## config.mk

```make
export PLATFORM = sky130hd
export DESIGN_NAME = bmtb_addr_unit
export DESIGN_NICKNAME = d
export VERILOG_FILES = /design/src/rtl/bmtb_pkg.sv /design/src/rtl/bmtb_addr_unit.sv
export SDC_FILE = /design/constraint.sdc
export NUM_CORES = 1
export LEC_CHECK = 0
export ABC_AREA = 1
export BUFFER_PORTS_ARGS = -buffer_cell sky130_fd_sc_hd__buf_2
export CAP_MARGIN = 20
export CELL_PAD_IN_SITES_DETAIL_PLACEMENT = 0
export CELL_PAD_IN_SITES_GLOBAL_PLACEMENT = 1
export CORE_UTILIZATION = 35
export CTS_CLUSTER_SIZE = 14
export DETAILED_ROUTE_END_ITERATION = 10
export MAX_ROUTING_LAYER = met4
export PLACE_DENSITY_LB_ADDON = 0.3
export SYNTH_ARGS = -nofsm -noshare
export SYNTH_HDL_FRONTEND = slang
export SYNTH_SLANG_ARGS = --single-unit
```

## constraint.sdc

```tcl
create_clock -name clk -period 3.2 [get_ports clk]
set_clock_uncertainty 0.2 [all_clocks]
set_input_delay 0.48 -clock clk [delete_from_list [all_inputs] [get_ports clk]]
set_output_delay 0.48 -clock clk [all_outputs]
set_load 0.005 [all_outputs]
```

## src/rtl/bmtb_pkg.sv

```systemverilog
// Shared constants, types and the 5x5 uppercase glyph table for the text blitter.
// No dependencies; imported by every module of the block.
package bmtb_pkg;

	localparam int PAGE_SIZE_DEF = 60;

	// Signed coordinate widths, wide enough for every start column and glyph offset
	localparam int ROW_W = 8;
	localparam int COL_W = 12;

	localparam logic OP_PLACE = 1'b0;
	localparam logic OP_READ  = 1'b1;

	localparam logic FONT_SMALL = 1'b0;
	localparam logic FONT_BIG   = 1'b1;

	localparam logic [1:0] ALIGN_COL    = 2'd0;
	localparam logic [1:0] ALIGN_LEFT   = 2'd1;
	localparam logic [1:0] ALIGN_RIGHT  = 2'd2;
	localparam logic [1:0] ALIGN_CENTRE = 2'd3;

	localparam logic [7:0] CH_DOT   = 8'd46;
	localparam logic [7:0] CH_STAR  = 8'd42;
	localparam logic [7:0] CH_SPACE = 8'd32;
	localparam logic [7:0] CH_A     = 8'd65;
	localparam logic [7:0] CH_Z     = 8'd90;

	localparam logic [2:0] GLYPH_LAST = 3'd4;

	typedef struct packed {
		logic signed [ROW_W-1:0] r;
		logic signed [COL_W-1:0] c;
	} coord_t;

	// One glyph per entry, top row in the high five bits, bit 4 of a row = leftmost pixel
	localparam logic [24:0] GLYPH_ROM [26] = '{
		{5'h0E, 5'h11, 5'h1F, 5'h11, 5'h11}, {5'h1E, 5'h11, 5'h1E, 5'h11, 5'h1E},
		{5'h0F, 5'h11, 5'h10, 5'h10, 5'h0F}, {5'h1E, 5'h11, 5'h11, 5'h11, 5'h1E},
		{5'h1F, 5'h10, 5'h1C, 5'h10, 5'h1F}, {5'h1F, 5'h10, 5'h1C, 5'h10, 5'h10},
		{5'h0F, 5'h10, 5'h13, 5'h11, 5'h0E}, {5'h11, 5'h11, 5'h1F, 5'h11, 5'h11},
		{5'h1F, 5'h04, 5'h04, 5'h04, 5'h1F}, {5'h07, 5'h02, 5'h02, 5'h12, 5'h0C},
		{5'h11, 5'h12, 5'h1C, 5'h12, 5'h11}, {5'h10, 5'h10, 5'h10, 5'h10, 5'h1F},
		{5'h11, 5'h1B, 5'h15, 5'h11, 5'h11}, {5'h11, 5'h19, 5'h15, 5'h13, 5'h11},
		{5'h0E, 5'h11, 5'h11, 5'h11, 5'h0E}, {5'h1E, 5'h11, 5'h1E, 5'h10, 5'h10},
		{5'h0E, 5'h11, 5'h11, 5'h13, 5'h0F}, {5'h1E, 5'h11, 5'h1E, 5'h12, 5'h11},
		{5'h0F, 5'h10, 5'h0E, 5'h01, 5'h1E}, {5'h1F, 5'h15, 5'h04, 5'h04, 5'h0E},
		{5'h11, 5'h11, 5'h11, 5'h11, 5'h0E}, {5'h11, 5'h11, 5'h0A, 5'h0A, 5'h04},
		{5'h11, 5'h11, 5'h15, 5'h1B, 5'h11}, {5'h11, 5'h0A, 5'h04, 5'h0A, 5'h11},
		{5'h11, 5'h0A, 5'h04, 5'h04, 5'h04}, {5'h1F, 5'h02, 5'h04, 5'h08, 5'h1F}
	};

	// Pixel k of glyph row j; indexes past 'Z' or past the last row give a blank
	function automatic logic glyph_pixel(input logic [4:0] idx, input logic [2:0] j,
		input logic [2:0] k);
		logic [24:0] g;
		logic        bit_v;
		g     = '0;
		bit_v = 1'b0;
		if (idx < 5'd26 && j <= GLYPH_LAST && k <= GLYPH_LAST) begin
			g     = GLYPH_ROM[idx];
			bit_v = g[5'd24 - 5'(j) * 5'd5 - 5'(k)];
		end
		return bit_v;
	endfunction

endpackage

```

## src/rtl/bmtb_addr_unit.sv

```systemverilog
// Shared clip-and-address unit: checks a signed row/column against the page and
// forms the flat cell address, registered. Depends on bmtb_pkg.
module bmtb_addr_unit
	import bmtb_pkg::*;
#(
	parameter int PAGE_SIZE = PAGE_SIZE_DEF
) (
	input  logic                                   clk,
	input  logic                                   load,
	input  coord_t                                 crd,
	output logic                                   ok,
	output logic [$clog2(PAGE_SIZE*PAGE_SIZE)-1:0] addr
);

	localparam int ADDR_W = $clog2(PAGE_SIZE*PAGE_SIZE);
	localparam int IDX_W  = $clog2(PAGE_SIZE);
	localparam logic signed [ROW_W-1:0] P_R = ROW_W'(PAGE_SIZE);
	localparam logic signed [COL_W-1:0] P_C = COL_W'(PAGE_SIZE);

	logic signed [ROW_W-1:0] r;
	logic signed [COL_W-1:0] c;
	logic                    ok_d;
	logic [ADDR_W-1:0]       rr;
	logic [ADDR_W-1:0]       cc;
	logic [ADDR_W-1:0]       addr_d;
	logic                    ok_q;
	logic [ADDR_W-1:0]       addr_q;

	assign r      = crd.r;
	assign c      = crd.c;
	assign ok_d   = (r >= 0) && (r < P_R) && (c >= 0) && (c < P_C);
	assign rr     = ADDR_W'(r[IDX_W-1:0]);
	assign cc     = ADDR_W'(c[IDX_W-1:0]);
	assign addr_d = rr * ADDR_W'(PAGE_SIZE) + cc;

	// hold the last computed address until the next load
	always_ff @(posedge clk) begin
		if (load) begin
			ok_q   <= ok_d;
			addr_q <= addr_d;
		end
	end

	assign ok   = ok_q;
	assign addr = addr_q;

endmodule

```

==> results of run 1 <==
==> sequential cells by signal, indices dropped and copies added, names as in the netlist <==
signal	cells
addr	12
ok	1
==> cells in the final DEF, fill, tap and decap left out, drive strengths merged <==
| cell | n |
|---|---|
| ha | 21 |
| inv | 35 |
| nor2 | 7 |
| nand2 | 42 |
| buf | 63 |
| o21a | 1 |
| a21oi | 4 |
| clkbuf | 4 |
| xor2 | 5 |
| fa | 10 |
| nand3b | 1 |
| nor4 | 2 |
| edfxtp | 13 |
| nand4 | 2 |
| nand3 | 9 |
| o2111a | 1 |
| o21ai | 2 |
| xnor2 | 2 |
==> cells in the mapped netlist <==
cell,number,area (um^2)
nand2_1,38,143
inv_1,34,128
ha_1,21,263
edfxtp_1,13,390
fa_1,10,200
nand3_1,9,45.0
nor2_1,6,22.5
a21oi_1,4,20.0
nand2_2,4,25.0
xor2_1,4,35.0
nand4_1,2,12.5
nor4_1,2,12.5
xnor2_1,2,17.5
inv_2,1,3.75
nand3b_1,1,7.51
nor2_2,1,6.26
o2111a_1,1,11.3
o21a_1,1,7.51
o21ai_0,1,5.00
o21ai_2,1,8.76
xor2_2,1,16.3
==> per-stage QoR <==
stage          cells  utilization [%]  setup WS [ns]  hold WS [ns]  TNS (ns)
6_report         272             52.5        -0.0899         0.223    -0.178
5_1_grt          272             52.5         -0.165         0.221    -0.452
4_1_cts          268             50.6        -0.0532         0.221   -0.0642
3_5_place_dp     263             48.8         -0.332         0.465     -1.40
3_3_place_gp     263             48.8         -0.264         0.460     -1.08
2_1_floorplan    157                -        -0.0722         0.379    -0.163
==> final cells by class <==
type / instances / area [um^2]
flip-flops and latches: 13 / 390
well taps: 48 / 60.1
clock buffers: 4 / 45.0
fillers: 347 / 1770
multi-input cells: 109 / 920
inverters: 35 / 131
repair buffers: 63 / 404
==> worst paths after layout <==
kind,from,endpoint,cells past startpoint
min,crd[0],addr[0],1
max,crd[13],addr[8],12
==> timing repair <==
item                       in CTS  in global routing
setup buffers                   1                  4
setup endpoints to repair       3                  4
gates cloned                    0                  0
pin swaps                       5                 11
gates resized for setup         6                  7
hold endpoints to repair        0                  0
==> power by group <==
group / internal (uW) / switching [uW] / total (uW) / leakage (uW)
combinational: 328 / 317 / 644 / 0.000873
clock: 87.5 / 51.8 / 139 / 0.0000228
sequential: 255 / 7.82 / 263 / 0.000127
total: 670 / 376 / 1050 / 0.00102
==> layer usage <==
metal  track usage, %  wire length [um]
met2             28.1              1430
met3             1.41                84
met5                -                 0
met1             15.5              1180
met4             6.39                41
==> kinds of logic (layout without fill, tap and decap cells) <==
family                     Yosys count  in the layout  share of synthesized area [%]
and+or+nand+nor                     63             63                           19.9
xor gates and xnor gates             7              7                           4.99
DFF                                 13             13                           28.3
adders and majority gates           31             31                           33.5
AOI/OAI and AO/OA                    8              8                           3.81
buffers and inverters               35            102                           9.52
==> flow_summary.ini, run 1 <==
[run_status]
status = finished, violations left
violations = setup timing

[flow_run]
drv_cap = 0

[clock_tree]
cts-root-buf = clkbuf_8
post_cts_hold_buffer_count = 0
cts-buffers-inserted = 3
cts.htree.levels = 1
clockBufferDepth = 2
path_clk_slew_ns = 0.05
cts_tree = done
clkSinkCount = 13

[final_layout]
drive_above_1_share_pct = 38.4
diodes = 0
layout.nets = 278
final_area_um2 = 1950
area_growth_pct = 41.3

[synthesis]
avgSynthCellArea_um2 = 8.79
synth_cell_types = 21
yosys_warnings = 0
ys_seq_elements = 13
syn_nets = 210
netlist_area_um2 = 1380
synthCells = 157
ys_seq_area_share_pct = 28.3

[pwr]
p_leak_uw = 0.00102
total_power_uw = 1050
p_per_area_nw_per_um2 = 537
ir_drop_uv = 198

[floorplanning]
core_um2 = 3720
dieArea_um2 = 4200
die_y_um = 64.8
num_rows = 22
num_io_pins = 35
chipWidth_um = 64.8
initial_utilization_pct = 37.1

[sta]
setup_viol = 2
post-route-period-util_pct = 103
max_slew_margin_pct = 81.4
fmax_ghz = 0.304
finalWorstSetupSlack_ns = -0.0899
fin_crit_ns = 3.29
worst_pin_slew_ns = 0.279
grt_setup_unrepaired = true
report.final.slew_viol_count = 0
hold_viol_final = 0

[routing]
routed_wl_um = 2740
drtPass1Iterations = 4
ant_nets = 0
drt-initial-drc-count = 44
wl_per_cell_um = 10.1
vias = 1203
viasPerCell = 4.42
drc_errors = 0

[global_routing]
grt_pass1_vias = 1154
antenna_found_initial = 0
grt_max_degree = 14
grt-ovfl-total = 0
grt_pass1_wl_um = 4720
grt_usage_pct = 14.9

[worst_hold_path]
hp-class = input pin to register

[critical_path]
cp.buffers_inverters = 4
cpMostUsedCell = fa_1
critPathSlowestCell = fa_1
crit_family = adder cells
required_ns = 2.99
crit_type = input pin to register
path_cells = buf_8 -> fa_2 -> fa_1 -> inv_1 -> fa_1 -> inv_2 -> ha_4 -> a21oi_2 -> nor2_1 -> nand2_1 -> buf_4 -> xor2_1
crit_path_start_kind = input pin
cp.arrival_ns = 3.08
path_max_fanout = 3
slowest_delay_ns = 0.57
critPathCaptureType = register

[placement]
io_buffers = 34
dpl.hpwl_um = 2300
dpl_cell_area_um2 = 1810
gp_congestion = 0.776
Power figures use the tool's default switching activity.
==> run 2: changes to the inputs <==
--- a/config.mk
+++ b/config.mk
@@ -18,3 +18,4 @@
 export SYNTH_ARGS = -nofsm -noshare
 export SYNTH_HDL_FRONTEND = slang
 export SYNTH_SLANG_ARGS = --single-unit
+export TNS_END_PERCENT = 20
==> run 2 against run 1 <==
Compared with the run above:
- the run still ends with setup timing left
- wire length is 5.0% higher
- setup slack gained 0.017 ns
- via count is 0.25% lower
- critical path depth is 2 higher
- power decreased by 0.76%
- count of clock-buffer cells in the layout did not move
- non-clock buffer count fell by 2
- final area is 0.83% lower
- clock power is essentially flat
- critical endpoint is now addr[10]
==> flow_summary.ini, run 2 (synthesis results as in run 1) <==
[clock_tree]
cts-root-buf = clkbuf_8
post_cts_hold_buffer_count = 0
path_clk_slew_ns = 0.05
cts_tree = done
cts-buffers-inserted = 3
cts.htree.levels = 1
clockBufferDepth = 2
clkSinkCount = 13

[routing]
vias = 1200
drc_errors = 0
routed_wl_um = 2880
drt-initial-drc-count = 50
drtPass1Iterations = 4
viasPerCell = 4.44
ant_nets = 0
wl_per_cell_um = 10.7

[sta]
setup_viol = 3
finalWorstSetupSlack_ns = -0.0726
report.final.slew_viol_count = 0
post-route-period-util_pct = 102
fin_crit_ns = 3.27
fmax_ghz = 0.306
hold_viol_final = 0
max_slew_margin_pct = 80.6
worst_pin_slew_ns = 0.290
grt_setup_unrepaired = true
setup-tns-final_ns = -0.117

[global_routing]
grt_max_degree = 14
grt_pass1_wl_um = 4990
antenna_found_initial = 0
grt_usage_pct = 15.7
grt-ovfl-total = 0
grt_pass1_vias = 1237

[critical_path]
cp.arrival_ns = 3.06
crit_type = input pin to register
critPathCaptureType = register
required_ns = 2.99
path_max_fanout = 3
crit_path_start_kind = input pin

[final_layout]
final_common_cell = nand2_1
drive_above_1_share_pct = 36.0
largest_reg_flops = 12
fin_cells = 270
layout.nets = 276
area_growth_pct = 40.2
diodes = 0
layout_common_cells = nand2_1 (37), inv_1 (33), buf_2 (31)
nFillCells = 360

[placement]
io_buffers = 34
dp.cells = 263
dpl_worst_slack_ns = -0.314
gp_congestion = 0.789
dpl.hpwl_um = 2410

[run_status]
violations = setup timing
status = finished, violations left

[floorplanning]
core_um2 = 3720
die_y_um = 64.8
num_io_pins = 35
chipWidth_um = 64.8
dieArea_um2 = 4200
initial_utilization_pct = 37.1
num_rows = 22

[pwr]
ir_drop_uv = 188
p_per_area_nw_per_um2 = 537
p_leak_uw = 0.00102

[flow_run]
drv_cap = 0

[worst_hold_path]
hp-class = input pin to register
[run 2: cell count changes in the layout (fill, tap and decap cells not counted), sizes merged]
cell	delta
buf	-2
[run 2: critical path: stages]
cell	delay [ns]
buf_8	0.10
fa_2	0.49
fa_1	0.57
inv_1	0.05
fa_1	0.49
inv_2	0.05
ha_4	0.28
a21oi_4	0.05
nor2_1	0.10
nand2_1	0.10
nor2_2	0.13
nand2_1	0.06
nand2_1	0.07
nand2_1	0.05
[run 2: metal layers]
layer	vias up	part of all wire (%)	GRT usage (%)
met2	21	57	29.9
met4	0	0.83	4.17
met5	-	0	-
met1	556	39	16.9
met3	2	3.2	1.76
li1	621	-	-
[run 2: stage by stage]
stage | cell area [um^2] | utilization (%) | power (uW) | hold slack [ns]
global placement | 1810 | 48.6 | 817 | 0.460
floorplan | 1400 | - | 606 | 0.379
CTS | 1870 | 50.2 | 992 | 0.222
finish | 1930 | 52.1 | 1040 | 0.222
global route | 1930 | 52.1 | 1140 | 0.218
detailed placement | 1810 | 48.6 | 834 | 0.464
[run 2: path summary, 6_finish.rpt]
check	start	cells past startpoint	slack (ns)	end
hold / removal	crd[0]	1	0.22	addr[0]
setup / recovery	crd[13]	14	-0.07	addr[10]
[run 2: timing repair]
item                                    CTS  global route
pin swaps                                 1            11
resized for setup                         3            12
endpoints found under the setup margin    3             4
setup buffers                             1             2
[run 2: power breakdown]
| group | internal, uW | leakage (uW) | switching [uW] |
|---|---|---|---|
| combinational | 305 | 0.000866 | 330 |
| clock | 87.4 | 0.0000228 | 51.4 |
| sequential | 255 | 0.000127 | 9.17 |
[run 2: cell type report]
class	instances	area [um^2]	share of cell area [%]
Clock buffer	4	45.0	2.33
Inverter	35	131	6.79
Multi-Input combinational cell	109	916	47.3
Sequential cell	13	390	20.2
Tap cell	48	60.1	3.10
Timing Repair Buffer	61	392	20.2
